[config.mk]
export PLATFORM = sky130hd
export DESIGN_NAME = fault_code_blink_sequencer
export DESIGN_NICKNAME = d
export VERILOG_FILES = /design/src/hdl/fcbs_pkg.sv /design/src/hdl/fcbs_step.sv /design/src/hdl/fault_code_blink_sequencer.sv
export SDC_FILE = /design/constraint.sdc
export NUM_CORES = 1
export LEC_CHECK = 0
export BUFFER_PORTS_ARGS = -buffer_cell sky130_fd_sc_hd__clkbuf_2
export CAP_MARGIN = 20
export CELL_PAD_IN_SITES_DETAIL_PLACEMENT = 2
export CELL_PAD_IN_SITES_GLOBAL_PLACEMENT = 2
export CORE_UTILIZATION = 32
export DETAILED_ROUTE_END_ITERATION = 7
export PLACE_DENSITY = 0.84
export SYNTH_ARGS = -nofsm -noshare
export SYNTH_HDL_FRONTEND = slang
export SYNTH_SLANG_ARGS = --single-unit
[constraint.sdc]
create_clock -name i_clk -period 2.6 [get_ports i_clk]
set_input_delay 0.26 -clock i_clk [delete_from_list [all_inputs] [get_ports i_clk]]
set_output_delay 0.26 -clock i_clk [all_outputs]
set_load 0.03 [all_outputs]
[src/hdl/fcbs_pkg.sv]
// types, constants and helpers for the fault code blink sequencer
`timescale 1ns / 1ps
`default_nettype none

package fcbs_pkg;

    localparam int TimerW     = 11;
    localparam int RoundsW    = 4;
    localparam int PreambleW  = 3;
    localparam int CodeW      = 4;
    localparam int CodeLeftW  = 5;
    localparam int CfgAddrW   = 3;
    localparam int CfgDataW   = 11;
    localparam int InDataW    = 8;
    localparam int InUserW    = 1;
    localparam int OutDataW   = 8;

    typedef enum logic [2:0] {
        PH_IDLE  = 3'd0,
        PH_ON    = 3'd1,
        PH_OFF   = 3'd2,
        PH_GAP   = 3'd3,
        PH_PAUSE = 3'd4
    } t_phase;

    typedef enum logic [1:0] {
        REQ_NONE   = 2'd0,
        REQ_SYSTEM = 2'd1,
        REQ_LOADER = 2'd2
    } t_req;

    typedef enum logic [CfgAddrW-1:0] {
        REG_SHORT_FLASH = 3'd0,
        REG_CODE_FLASH  = 3'd1,
        REG_GAP         = 3'd2,
        REG_PAUSE       = 3'd3,
        REG_ROUNDS      = 3'd4,
        REG_PREAMBLE    = 3'd5,
        REG_TO_LOADER   = 3'd6
    } t_reg_addr;

    localparam logic CMD_TICK  = 1'b0;
    localparam logic CMD_START = 1'b1;

    typedef struct packed {
        logic [7:0]           short_flash_ms;
        logic [7:0]           code_flash_ms;
        logic [9:0]           gap_ms;
        logic [10:0]          pause_ms;
        logic [RoundsW-1:0]   round_count;
        logic [PreambleW-1:0] preamble_count;
        logic                 to_loader;
    } t_cfg;

    typedef struct packed {
        t_phase                phase;
        logic [TimerW-1:0]     tick_timer;
        logic [RoundsW-1:0]    rounds_left;
        logic [PreambleW-1:0]  preamble_left;
        logic [CodeLeftW-1:0]  code_left;
        logic [CodeW-1:0]      saved_code;
    } t_seq_state;

    typedef struct packed {
        t_req reset_request;
        logic busy_res;
        logic beep;
        logic led_b;
        logic led_a;
    } t_result;

    function automatic logic [TimerW-1:0] at_least_one(input logic [TimerW-1:0] v);
        return (v == '0) ? TimerW'(1) : v;
    endfunction

endpackage

`default_nettype wire

[src/hdl/fcbs_step.sv]
// next-state and result logic for one command or tick word
`timescale 1ns / 1ps
`default_nettype none

module fcbs_step (
    input  fcbs_pkg::t_seq_state           i_state,
    input  fcbs_pkg::t_cfg                 i_cfg,
    input  logic                           i_cmd,
    input  logic [fcbs_pkg::CodeW-1:0]     i_error_code,
    output fcbs_pkg::t_seq_state           o_state,
    output fcbs_pkg::t_result              o_result
);
    import fcbs_pkg::*;

    logic [TimerW-1:0]    short_dur;
    logic [TimerW-1:0]    code_dur;
    logic [TimerW-1:0]    gap_dur;
    logic [TimerW-1:0]    pause_dur;
    logic [TimerW-1:0]    timer_dec;
    logic [RoundsW-1:0]   rounds_dec;
    logic [PreambleW-1:0] preamble_dec;
    logic [CodeLeftW-1:0] code_dec;
    logic [PreambleW-1:0] preamble_init;
    logic [RoundsW-1:0]   rounds_init;
    t_seq_state           nxt;
    t_req                 req;

    assign short_dur    = at_least_one(TimerW'(i_cfg.short_flash_ms));
    assign code_dur     = at_least_one(TimerW'(i_cfg.code_flash_ms));
    assign gap_dur      = at_least_one(TimerW'(i_cfg.gap_ms));
    assign pause_dur    = at_least_one(i_cfg.pause_ms);
    assign timer_dec    = i_state.tick_timer - TimerW'(1);
    assign rounds_dec   = i_state.rounds_left - RoundsW'(1);
    assign preamble_dec = i_state.preamble_left - PreambleW'(1);
    assign code_dec     = i_state.code_left - CodeLeftW'(1);
    assign preamble_init = (i_cfg.preamble_count == '0) ? PreambleW'(1) : i_cfg.preamble_count;
    assign rounds_init   = (i_cfg.round_count == '0) ? RoundsW'(1) : i_cfg.round_count;

    always_comb begin
        nxt = i_state;
        req = REQ_NONE;
        if (i_cmd == CMD_START) begin
            if (i_state.phase == PH_IDLE) begin
                nxt.saved_code    = i_error_code;
                nxt.rounds_left   = rounds_init;
                nxt.preamble_left = preamble_init;
                nxt.code_left     = CodeLeftW'(i_error_code) + CodeLeftW'(1);
                nxt.phase         = PH_ON;
                nxt.tick_timer    = short_dur;
            end
        end else if (i_state.phase != PH_IDLE) begin
            nxt.tick_timer = timer_dec;
            if (timer_dec == '0) begin
                unique case (i_state.phase)
                    PH_ON: begin
                        nxt.phase      = PH_OFF;
                        nxt.tick_timer = (i_state.preamble_left != '0) ? short_dur : code_dur;
                    end
                    PH_OFF: begin
                        if (i_state.preamble_left != '0) begin
                            nxt.preamble_left = preamble_dec;
                            if (preamble_dec == '0) begin
                                nxt.phase      = PH_GAP;
                                nxt.tick_timer = gap_dur;
                            end else begin
                                nxt.phase      = PH_ON;
                                nxt.tick_timer = short_dur;
                            end
                        end else begin
                            nxt.code_left = code_dec;
                            if (code_dec != '0) begin
                                nxt.phase      = PH_ON;
                                nxt.tick_timer = code_dur;
                            end else begin
                                nxt.phase      = PH_PAUSE;
                                nxt.tick_timer = pause_dur;
                            end
                        end
                    end
                    PH_GAP: begin
                        nxt.phase      = PH_ON;
                        nxt.tick_timer = code_dur;
                    end
                    PH_PAUSE: begin
                        nxt.rounds_left = rounds_dec;
                        if (rounds_dec != '0) begin
                            nxt.preamble_left = preamble_init;
                            nxt.code_left     = CodeLeftW'(i_state.saved_code) + CodeLeftW'(1);
                            nxt.phase         = PH_ON;
                            nxt.tick_timer    = short_dur;
                        end else begin
                            nxt.phase         = PH_IDLE;
                            nxt.tick_timer    = '0;
                            nxt.preamble_left = '0;
                            nxt.code_left     = '0;
                            req = i_cfg.to_loader ? REQ_LOADER : REQ_SYSTEM;
                        end
                    end
                    default: begin
                        nxt.phase = PH_IDLE;
                    end
                endcase
            end
        end
    end

    assign o_state = nxt;

    always_comb begin
        o_result.busy_res      = (nxt.phase != PH_IDLE);
        o_result.led_b         = (nxt.phase == PH_ON);
        o_result.beep          = (nxt.phase == PH_ON);
        o_result.led_a         = (nxt.phase != PH_IDLE) && (nxt.phase != PH_ON);
        o_result.reset_request = req;
    end

endmodule

`default_nettype wire

[src/hdl/fault_code_blink_sequencer.sv]
// top level: stream ports, register file, state and output registers
`timescale 1ns / 1ps
`default_nettype none

// Fault code blink sequencer. A start word (tuser = 1) carrying an error code
// begins a run of rounds; tick words (tuser = 0), one per millisecond, advance
// it. Every accepted word yields exactly one result word with the LED, beeper
// and busy levels after that word, and the word that ends the last pause
// carries the reset request. One word is taken per clock cycle; its result
// sits in the output register in the next cycle, and a new word is accepted
// whenever that register is empty or being drained. Starts while busy are
// ignored. Registers may be written at any time the block is idle; the write
// channel is always ready and writes to unknown indexes are dropped.
module fault_code_blink_sequencer (
    input  logic                              i_clk,
    input  logic                              i_rst_n,
    input  logic                              i_s_axis_tvalid,
    output logic                              o_s_axis_tready,
    input  logic [fcbs_pkg::InDataW-1:0]      i_s_axis_tdata,  // [3:0] error_code
    input  logic [fcbs_pkg::InUserW-1:0]      i_s_axis_tuser,  // [0] cmd
    output logic                              o_m_axis_tvalid,
    input  logic                              i_m_axis_tready,
    // [0] led_a, [1] led_b, [2] beep, [3] busy_res, [5:4] reset_request
    output logic [fcbs_pkg::OutDataW-1:0]     o_m_axis_tdata,
    input  logic                              i_cfg_valid,
    output logic                              o_cfg_ready,
    input  logic [fcbs_pkg::CfgAddrW-1:0]     i_cfg_addr,
    input  logic [fcbs_pkg::CfgDataW-1:0]     i_cfg_data
);
    import fcbs_pkg::*;

    t_cfg       r_cfg;
    t_seq_state r_state;
    t_seq_state n_state;
    t_result    n_result;
    t_result    r_result;
    logic       r_out_valid;
    logic       accept;

    assign o_cfg_ready     = 1'b1;
    assign o_s_axis_tready = !r_out_valid || i_m_axis_tready;
    assign accept          = i_s_axis_tvalid && o_s_axis_tready;

    fcbs_step u_step (
        .i_state      (r_state),
        .i_cfg        (r_cfg),
        .i_cmd        (i_s_axis_tuser[0]),
        .i_error_code (i_s_axis_tdata[CodeW-1:0]),
        .o_state      (n_state),
        .o_result     (n_result)
    );

    // register file
    always_ff @(posedge i_clk) begin
        if (!i_rst_n) begin
            r_cfg.short_flash_ms <= 8'd50;
            r_cfg.code_flash_ms  <= 8'd250;
            r_cfg.gap_ms         <= 10'd500;
            r_cfg.pause_ms       <= 11'd1000;
            r_cfg.round_count    <= 4'd10;
            r_cfg.preamble_count <= 3'd5;
            r_cfg.to_loader      <= 1'b1;
        end else if (i_cfg_valid) begin
            unique case (i_cfg_addr)
                REG_SHORT_FLASH: r_cfg.short_flash_ms <= i_cfg_data[7:0];
                REG_CODE_FLASH:  r_cfg.code_flash_ms  <= i_cfg_data[7:0];
                REG_GAP:         r_cfg.gap_ms         <= i_cfg_data[9:0];
                REG_PAUSE:       r_cfg.pause_ms       <= i_cfg_data[10:0];
                REG_ROUNDS:      r_cfg.round_count    <= i_cfg_data[RoundsW-1:0];
                REG_PREAMBLE:    r_cfg.preamble_count <= i_cfg_data[PreambleW-1:0];
                REG_TO_LOADER:   r_cfg.to_loader      <= i_cfg_data[0];
                default: begin
                end
            endcase
        end
    end

    // sequencer state
    always_ff @(posedge i_clk) begin
        if (!i_rst_n) begin
            r_state.phase         <= PH_IDLE;
            r_state.tick_timer    <= '0;
            r_state.rounds_left   <= '0;
            r_state.preamble_left <= '0;
            r_state.code_left     <= '0;
            r_state.saved_code    <= '0;
        end else if (accept) begin
            r_state <= n_state;
        end
    end

    // output register
    always_ff @(posedge i_clk) begin
        if (!i_rst_n) begin
            r_out_valid <= 1'b0;
        end else if (accept) begin
            r_out_valid <= 1'b1;
        end else if (i_m_axis_tready) begin
            r_out_valid <= 1'b0;
        end
    end

    always_ff @(posedge i_clk) begin
        if (accept) begin
            r_result <= n_result;
        end
    end

    assign o_m_axis_tvalid = r_out_valid;
    assign o_m_axis_tdata  = OutDataW'(r_result);

endmodule

`default_nettype wire

== Word-level counts from Yosys, hierarchy flattened ==
Index checks and enable logic that the tools add are counted.

* Flip-flop bits (word level): 81
* Word-level logic and storage cells: 104
* Input bits: 28
* Output and inout bits: 11

* Multiplexer cells: 25
* Reduce and logical (&&, ||, !) cells: 37
* Bitwise operators: 3
* Eq/ne operators: 15
* Add/sub/neg operators: 6

{| class="wikitable"
|+ Operators with widths
! operator !! count
|-
| 2-to-1 mux 26 bit || 3
|-
| case mux 11 bit (4 select lines) || 1
|-
| 2-to-1 mux 30 bit || 1
|-
| 2-to-1 mux 14 bit || 2
|-
| 2-to-1 mux 8 bit || 3
|-
| logical NOT 11 bit || 2
|-
| 2-to-1 mux 11 bit || 2
|-
| logical NOT 8 bit || 2
|-
| case mux 8 bit (2 select lines) || 1
|-
| AND reduction 2 bit || 7
|-
| 2-to-1 mux 13 bit || 1
|-
| == test 3 x 2 -> 1 bit, second input constant || 4
|-
| == test 3 bit, second input constant || 4
|-
| logical NOT 3 bit || 4
|-
| 2-to-1 mux 12 bit || 1
|-
| case mux 3 bit (4 select lines) || 1
|-
| AND reduction 6 bit || 2
|-
| nonzero test 3 bit || 4
|-
| subtractor 11 x 1 -> 11 bit, second input constant || 1
|-
| adder 4 x 1 -> 5 bit, second input constant || 2
|-
| logical NOT 10 bit || 1
|-
| 2-to-1 mux 10 bit || 1
|-
| == test 3 x 1 -> 1 bit, second input constant || 3
|-
| 2-to-1 mux 4 bit || 2
|-
| 22 further kinds || 31
|}

== Depth between registers and ports, before layout ==
* Depth in word-level cells: 10
* Depth in mapped cells: 11
* Gate-level depth less buffers: 9

== Modules after synthesis ==
From an unflattened synthesis, not the netlist that was laid out.

* Cell total of the unflattened synthesis: 694
* Area total of the unflattened synthesis: 5490.3 sq um

{| class="wikitable"
|+ Modules (own cells, without submodules)
! module !! seq. area each (sq um) !! cells each !! area each (sq um) !! instances
|-
| fault_code_blink_sequencer || 1701.6 || 326 || 3114.2 || 1
|-
| fcbs_step || 0.0 || 368 || 2376.0 || 1
|}

== Worst setup path before layout ==
OpenSTA, ideal clock, no wires.

* Path type: reg-to-reg
* Start point: register r_state[16] in the netlist's numbering
* End point: register r_result, in the netlist o_m_axis_tdata[3], data pin
* Stages on the path, launching flop included: 12
* Setup time: 0.267 ns
* Path slack: -0.124 ns
* Period minus slack after synthesis: 2.724 ns
* Arrival: 2.458 ns
* Path buffers: 3
* Data required time: 2.333 ns
* Path through: dfxtp_1 -> buf_2 -> inv_1 -> ha_1 -> or3b_2 -> clkbuf_1 -> a211oi_1 -> o32a_1 -> buf_6 -> nor2_1 -> a31oi_1 -> nand3b_1

{| class="wikitable"
|+ RTL lines
! item !! line !! text
|-
| from (decl) || fault_code_blink_sequencer.sv:33 || <nowiki>t_seq_state r_state;</nowiki>
|-
| from (signal assigned) || fault_code_blink_sequencer.sv:88 || <nowiki>r_state <= n_state;</nowiki>
|-
| to (signal assigned) || fault_code_blink_sequencer.sv:105 || <nowiki>r_result <= n_result;</nowiki>
|-
| to (decl) || fault_code_blink_sequencer.sv:36 || <nowiki>t_result r_result;</nowiki>
|}

==> key figures <==
Status
  – Status: finished, final reports clean

Synthesis
  – Mux contribution to synthesized area: 2.80%
  – Syn Std Cell Area: 5000 um^2
  – Async set-or-reset flop fraction in the synthesized netlist: 0%
  – Netlist cell types: 72
  – Ys Warns: 0
  – Synth Area in Simple Gates: 29.9%
  – Sequential area share after synthesis: 33.4%
  – EDFF count, synth: 5
  – Compound-Gate Fraction of Synth Area: 23.6%
  – Gate Count Post-Synth: 653
  – XOR/XNOR Fraction of Synth Area: 2.45%
  – Top cells by area, synth: dfxtp_1 (30%), nand2_1 (9.3%), nand3_1 (5.1%)
  – Syn_area_per_cell: 7.66 um^2
  – Primary FF master, synth: dfxtp_1
  – Yosys top cell area share: 30.4%
  – Yosys top cell by area: dfxtp_1
  – Post-synthesis adder-cell area fraction: 3.00%
  – Largest family of logic cells by synthesized area: simple AND/OR/NAND/NOR gates
  – Yosys reg bits: 81

Global route
  – Vias in the first global route: 5788
  – GRT Total Usage: 25.9%
  – Initial antenna violation count: 0
  – Global route overflow: 0
  – Largest net degree at the start of global routing: 55
  – First-pass GRT wire length: 32000 um

Floorplanning
  – Die Height: 127 um
  – Rows: 45
  – Core area: 15200 um^2
  – Io pins: 39
  – Die Width: 127 um
  – Initial Util: 32.9%
  – Die Area: 16100 um^2

Power
  – Internal: 2400 uW
  – Sw Share: 30.8%
  – Power share of the clock group: 43.0%
  – Leak: 0.00243 uW
  – Reg power frac: 38.9%
  – Overall Power: 3470 uW
  – Combinational power share: 18.1%
  – Pwr Density: 572 nW/um^2
  – Sw power: 1070 uW
  – Worst VDD drop: 0.000443 V

Clock tree
  – Clk_lat worst skew: 370 ps
  – Clock Path Buffers: 2
  – H-Tree Depth: 3
  – Inserted Clock Buffers: 9
  – Clock Sink Count: 81
  – CTS Root Cell: clkbuf_16
  – CTS tree: done
  – Clock transition at the registers of the reported paths: 80 ps

Timing
  – Rel. slew slack: 51.4%
  – Worst hold slack: 127 ps
  – Final Setup Violations: 0
  – Min cycle time layout: 2590 ps
  – Fin. Hold Viols: 0
  – Final worst path period share: 99.7%
  – Final Skew: 12.9 ps
  – Worst-margin pin slew: 723 ps
  – Slew Limit Fails: 0
  – Max Fclk: 386 MHz
  – RSZ-0062 raised after global routing: true

Routing
  – Routed length per placed instance: 23.3 um
  – Antenna Nets Post-Route: 0
  – DRC viols: 0
  – DRT iter0 DRCs: 371
  – Via count: 5382
  – DRT Pass-1 Iters: 5
  – Via density: 5.99
  – Routed Wire Length: 21000 um

Critical path
  – Critical Path, Cell by Cell: inv_1 -> ha_4 -> or3b_4 -> a211oi_4 -> o32a_1 -> nor2_1 -> a31oi_2 -> nand3b_1
  – CP max FO: 7
  – Critical Path Start Type: register
  – Crit Path Class: register to register
  – CP max-delay cell: or3b_4
  – Levels on crit path: 8
  – Critical path endpoint category: register
  – Critical path's top delay family: compound AO/OA/AOI/OAI gates
  – Critical Path RT: 2700 ps
  – CP peak stage delay: 420 ps
  – FF-to-FF path depth: 8
  – Worst Path Buf+Inv: 1
  – Crit path DAT: 2690 ps

Place
  – PortBufs: 31
  – Gp weighted congestion: 0.877
  – DP HPWL: 15000 um

Job
  – Max-cap viol count: 0

Layout
  – Final Util: 39.9%
  – Fin nets: 745
  – Diode count: 0
  – Area delta synth->final: 21.4%
  – Share of cells above drive strength 1: 18.5%

Worst hold path
  – Min-Delay Path Class: primary input to register
  – Worst Hold Path Cells: 3
through the flow:
stage | instances | worst slack, ps | TNS (ps) | instance area, um^2
after global routing | 898 | -81.7 | -523 | 6070
after floorplan | 654 | 9.24 | 0 | 5010
after global placement | 878 | 57.8 | 0 | 5560
final | 898 | 8.46 | 0 | 6070
after detailed placement | 878 | -155 | -881 | 5560
after CTS | 896 | 2.29 | 0 | 5970
metal layers:
layer	track usage (%)	up-vias	share of wire [%]
met5	0	-	0
met4	12.0	0	2.8
met3	3.56	43	3.7
met2	45.8	141	51
met1	31.1	2739	43
li1	-	2459	-
logic make-up after synthesis:
family | count (synthesis)
and+or+nand+nor | 310
AOI/OAI and AO/OA | 166
DFF | 81
buffers and inverters | 54
xor gates and xnor gates | 14
muxes | 14
adders and majority gates | 12
other | 2
cell usage after synthesis (13+ instances only):
cell type	instances
nand2_1	124
dfxtp_1	76
nand3_1	51
nor2_1	35
o21ai_0	29
clkbuf_1	28
a21boi_0	23
a21oi_1	21
nor3_1	20
a31oi_1	15
mux2i_1	14
inv_1	13
nor2b_1	13
power groups by stage:
stage	sequential [uW]	combinational (uW)	clock, uW
final	1350	627	1490
after global routing	1360	677	1560
after CTS	1350	599	1500
after detailed placement	1380	563	0
after global placement	1370	528	0
after floorplan	1370	360	0
layout by cell type, fill, tap and decap left out, drive strengths merged, types with 3 or more instances in the layout:
cell / instances
nand2: 124
dfxtp: 76
nand3: 51
buf: 49
clkbuf: 40
nor2: 35
o21ai: 32
a21boi: 24
nor3: 22
a21oi: 21
inv: 18
a31oi: 15
mux2i: 14
nor2b: 13
ha: 12
nor4: 11
and3: 10
a22oi: 9
xnor2: 8
nand4: 7
o31ai: 7
nand2b: 6
o21a: 6
xor2: 6
o211ai: 6
a21o: 6
a211oi: 6
edfxtp: 5
or2: 5
and2: 4
or3: 4
nor3b: 4
o21bai: 4
a222oi: 4
o211a: 3
a2bb2oi: 3
conb: 3
or3b: 3
or4: 3
registers in the layout, summed over array words and instances, names as in the netlist:
signal,count
o_m_axis_tdata,5
o_m_axis_tvalid,1
r_cfg,45
r_state,30
area by class of cell:
| cell class | count | area [um^2] |
|---|---|---|
| fill | 1755 | 9130 |
| multi-input combinational | 519 | 3250 |
| sequential | 81 | 1680 |
| timing repair buffer | 80 | 531 |
| tap | 188 | 235 |
| clock buffer | 9 | 225 |
| clock inverter | 7 | 106 |
| inverter | 14 | 52.6 |
tightest hold or removal path, delay by kind of cell:
kind                   cells  cell delay [ps]
and+or+nand+nor            1               40
AOI/OAI and AO/OA          1               60
buffers and inverters      1               80
repair_timing:
| action | CTS | global route |
|---|---|---|
| pin swaps | 3 | 8 |
| buffers inserted | 2 | 2 |
| gates cloned | 0 | 0 |
| setup endpoints to repair | 18 | 21 |
| hold buffers | 0 | 0 |
| gates resized for setup | 10 | 23 |
final timing paths:
| check | startpoint | endpoint | slack, ps |
|---|---|---|---|
| worst min register to register | r_cfg[29] | r_cfg[29] | 500 |
| worst max-delay path | r_state[16] | o_m_axis_tdata[3] | 8 |
| worst min-delay path | i_cfg_data[10] | r_cfg[18] | 130 |
| worst max register to register | r_state[16] | o_m_axis_tdata[3] | 8 |
No activity file was read; power rests on OpenSTA's default activity.
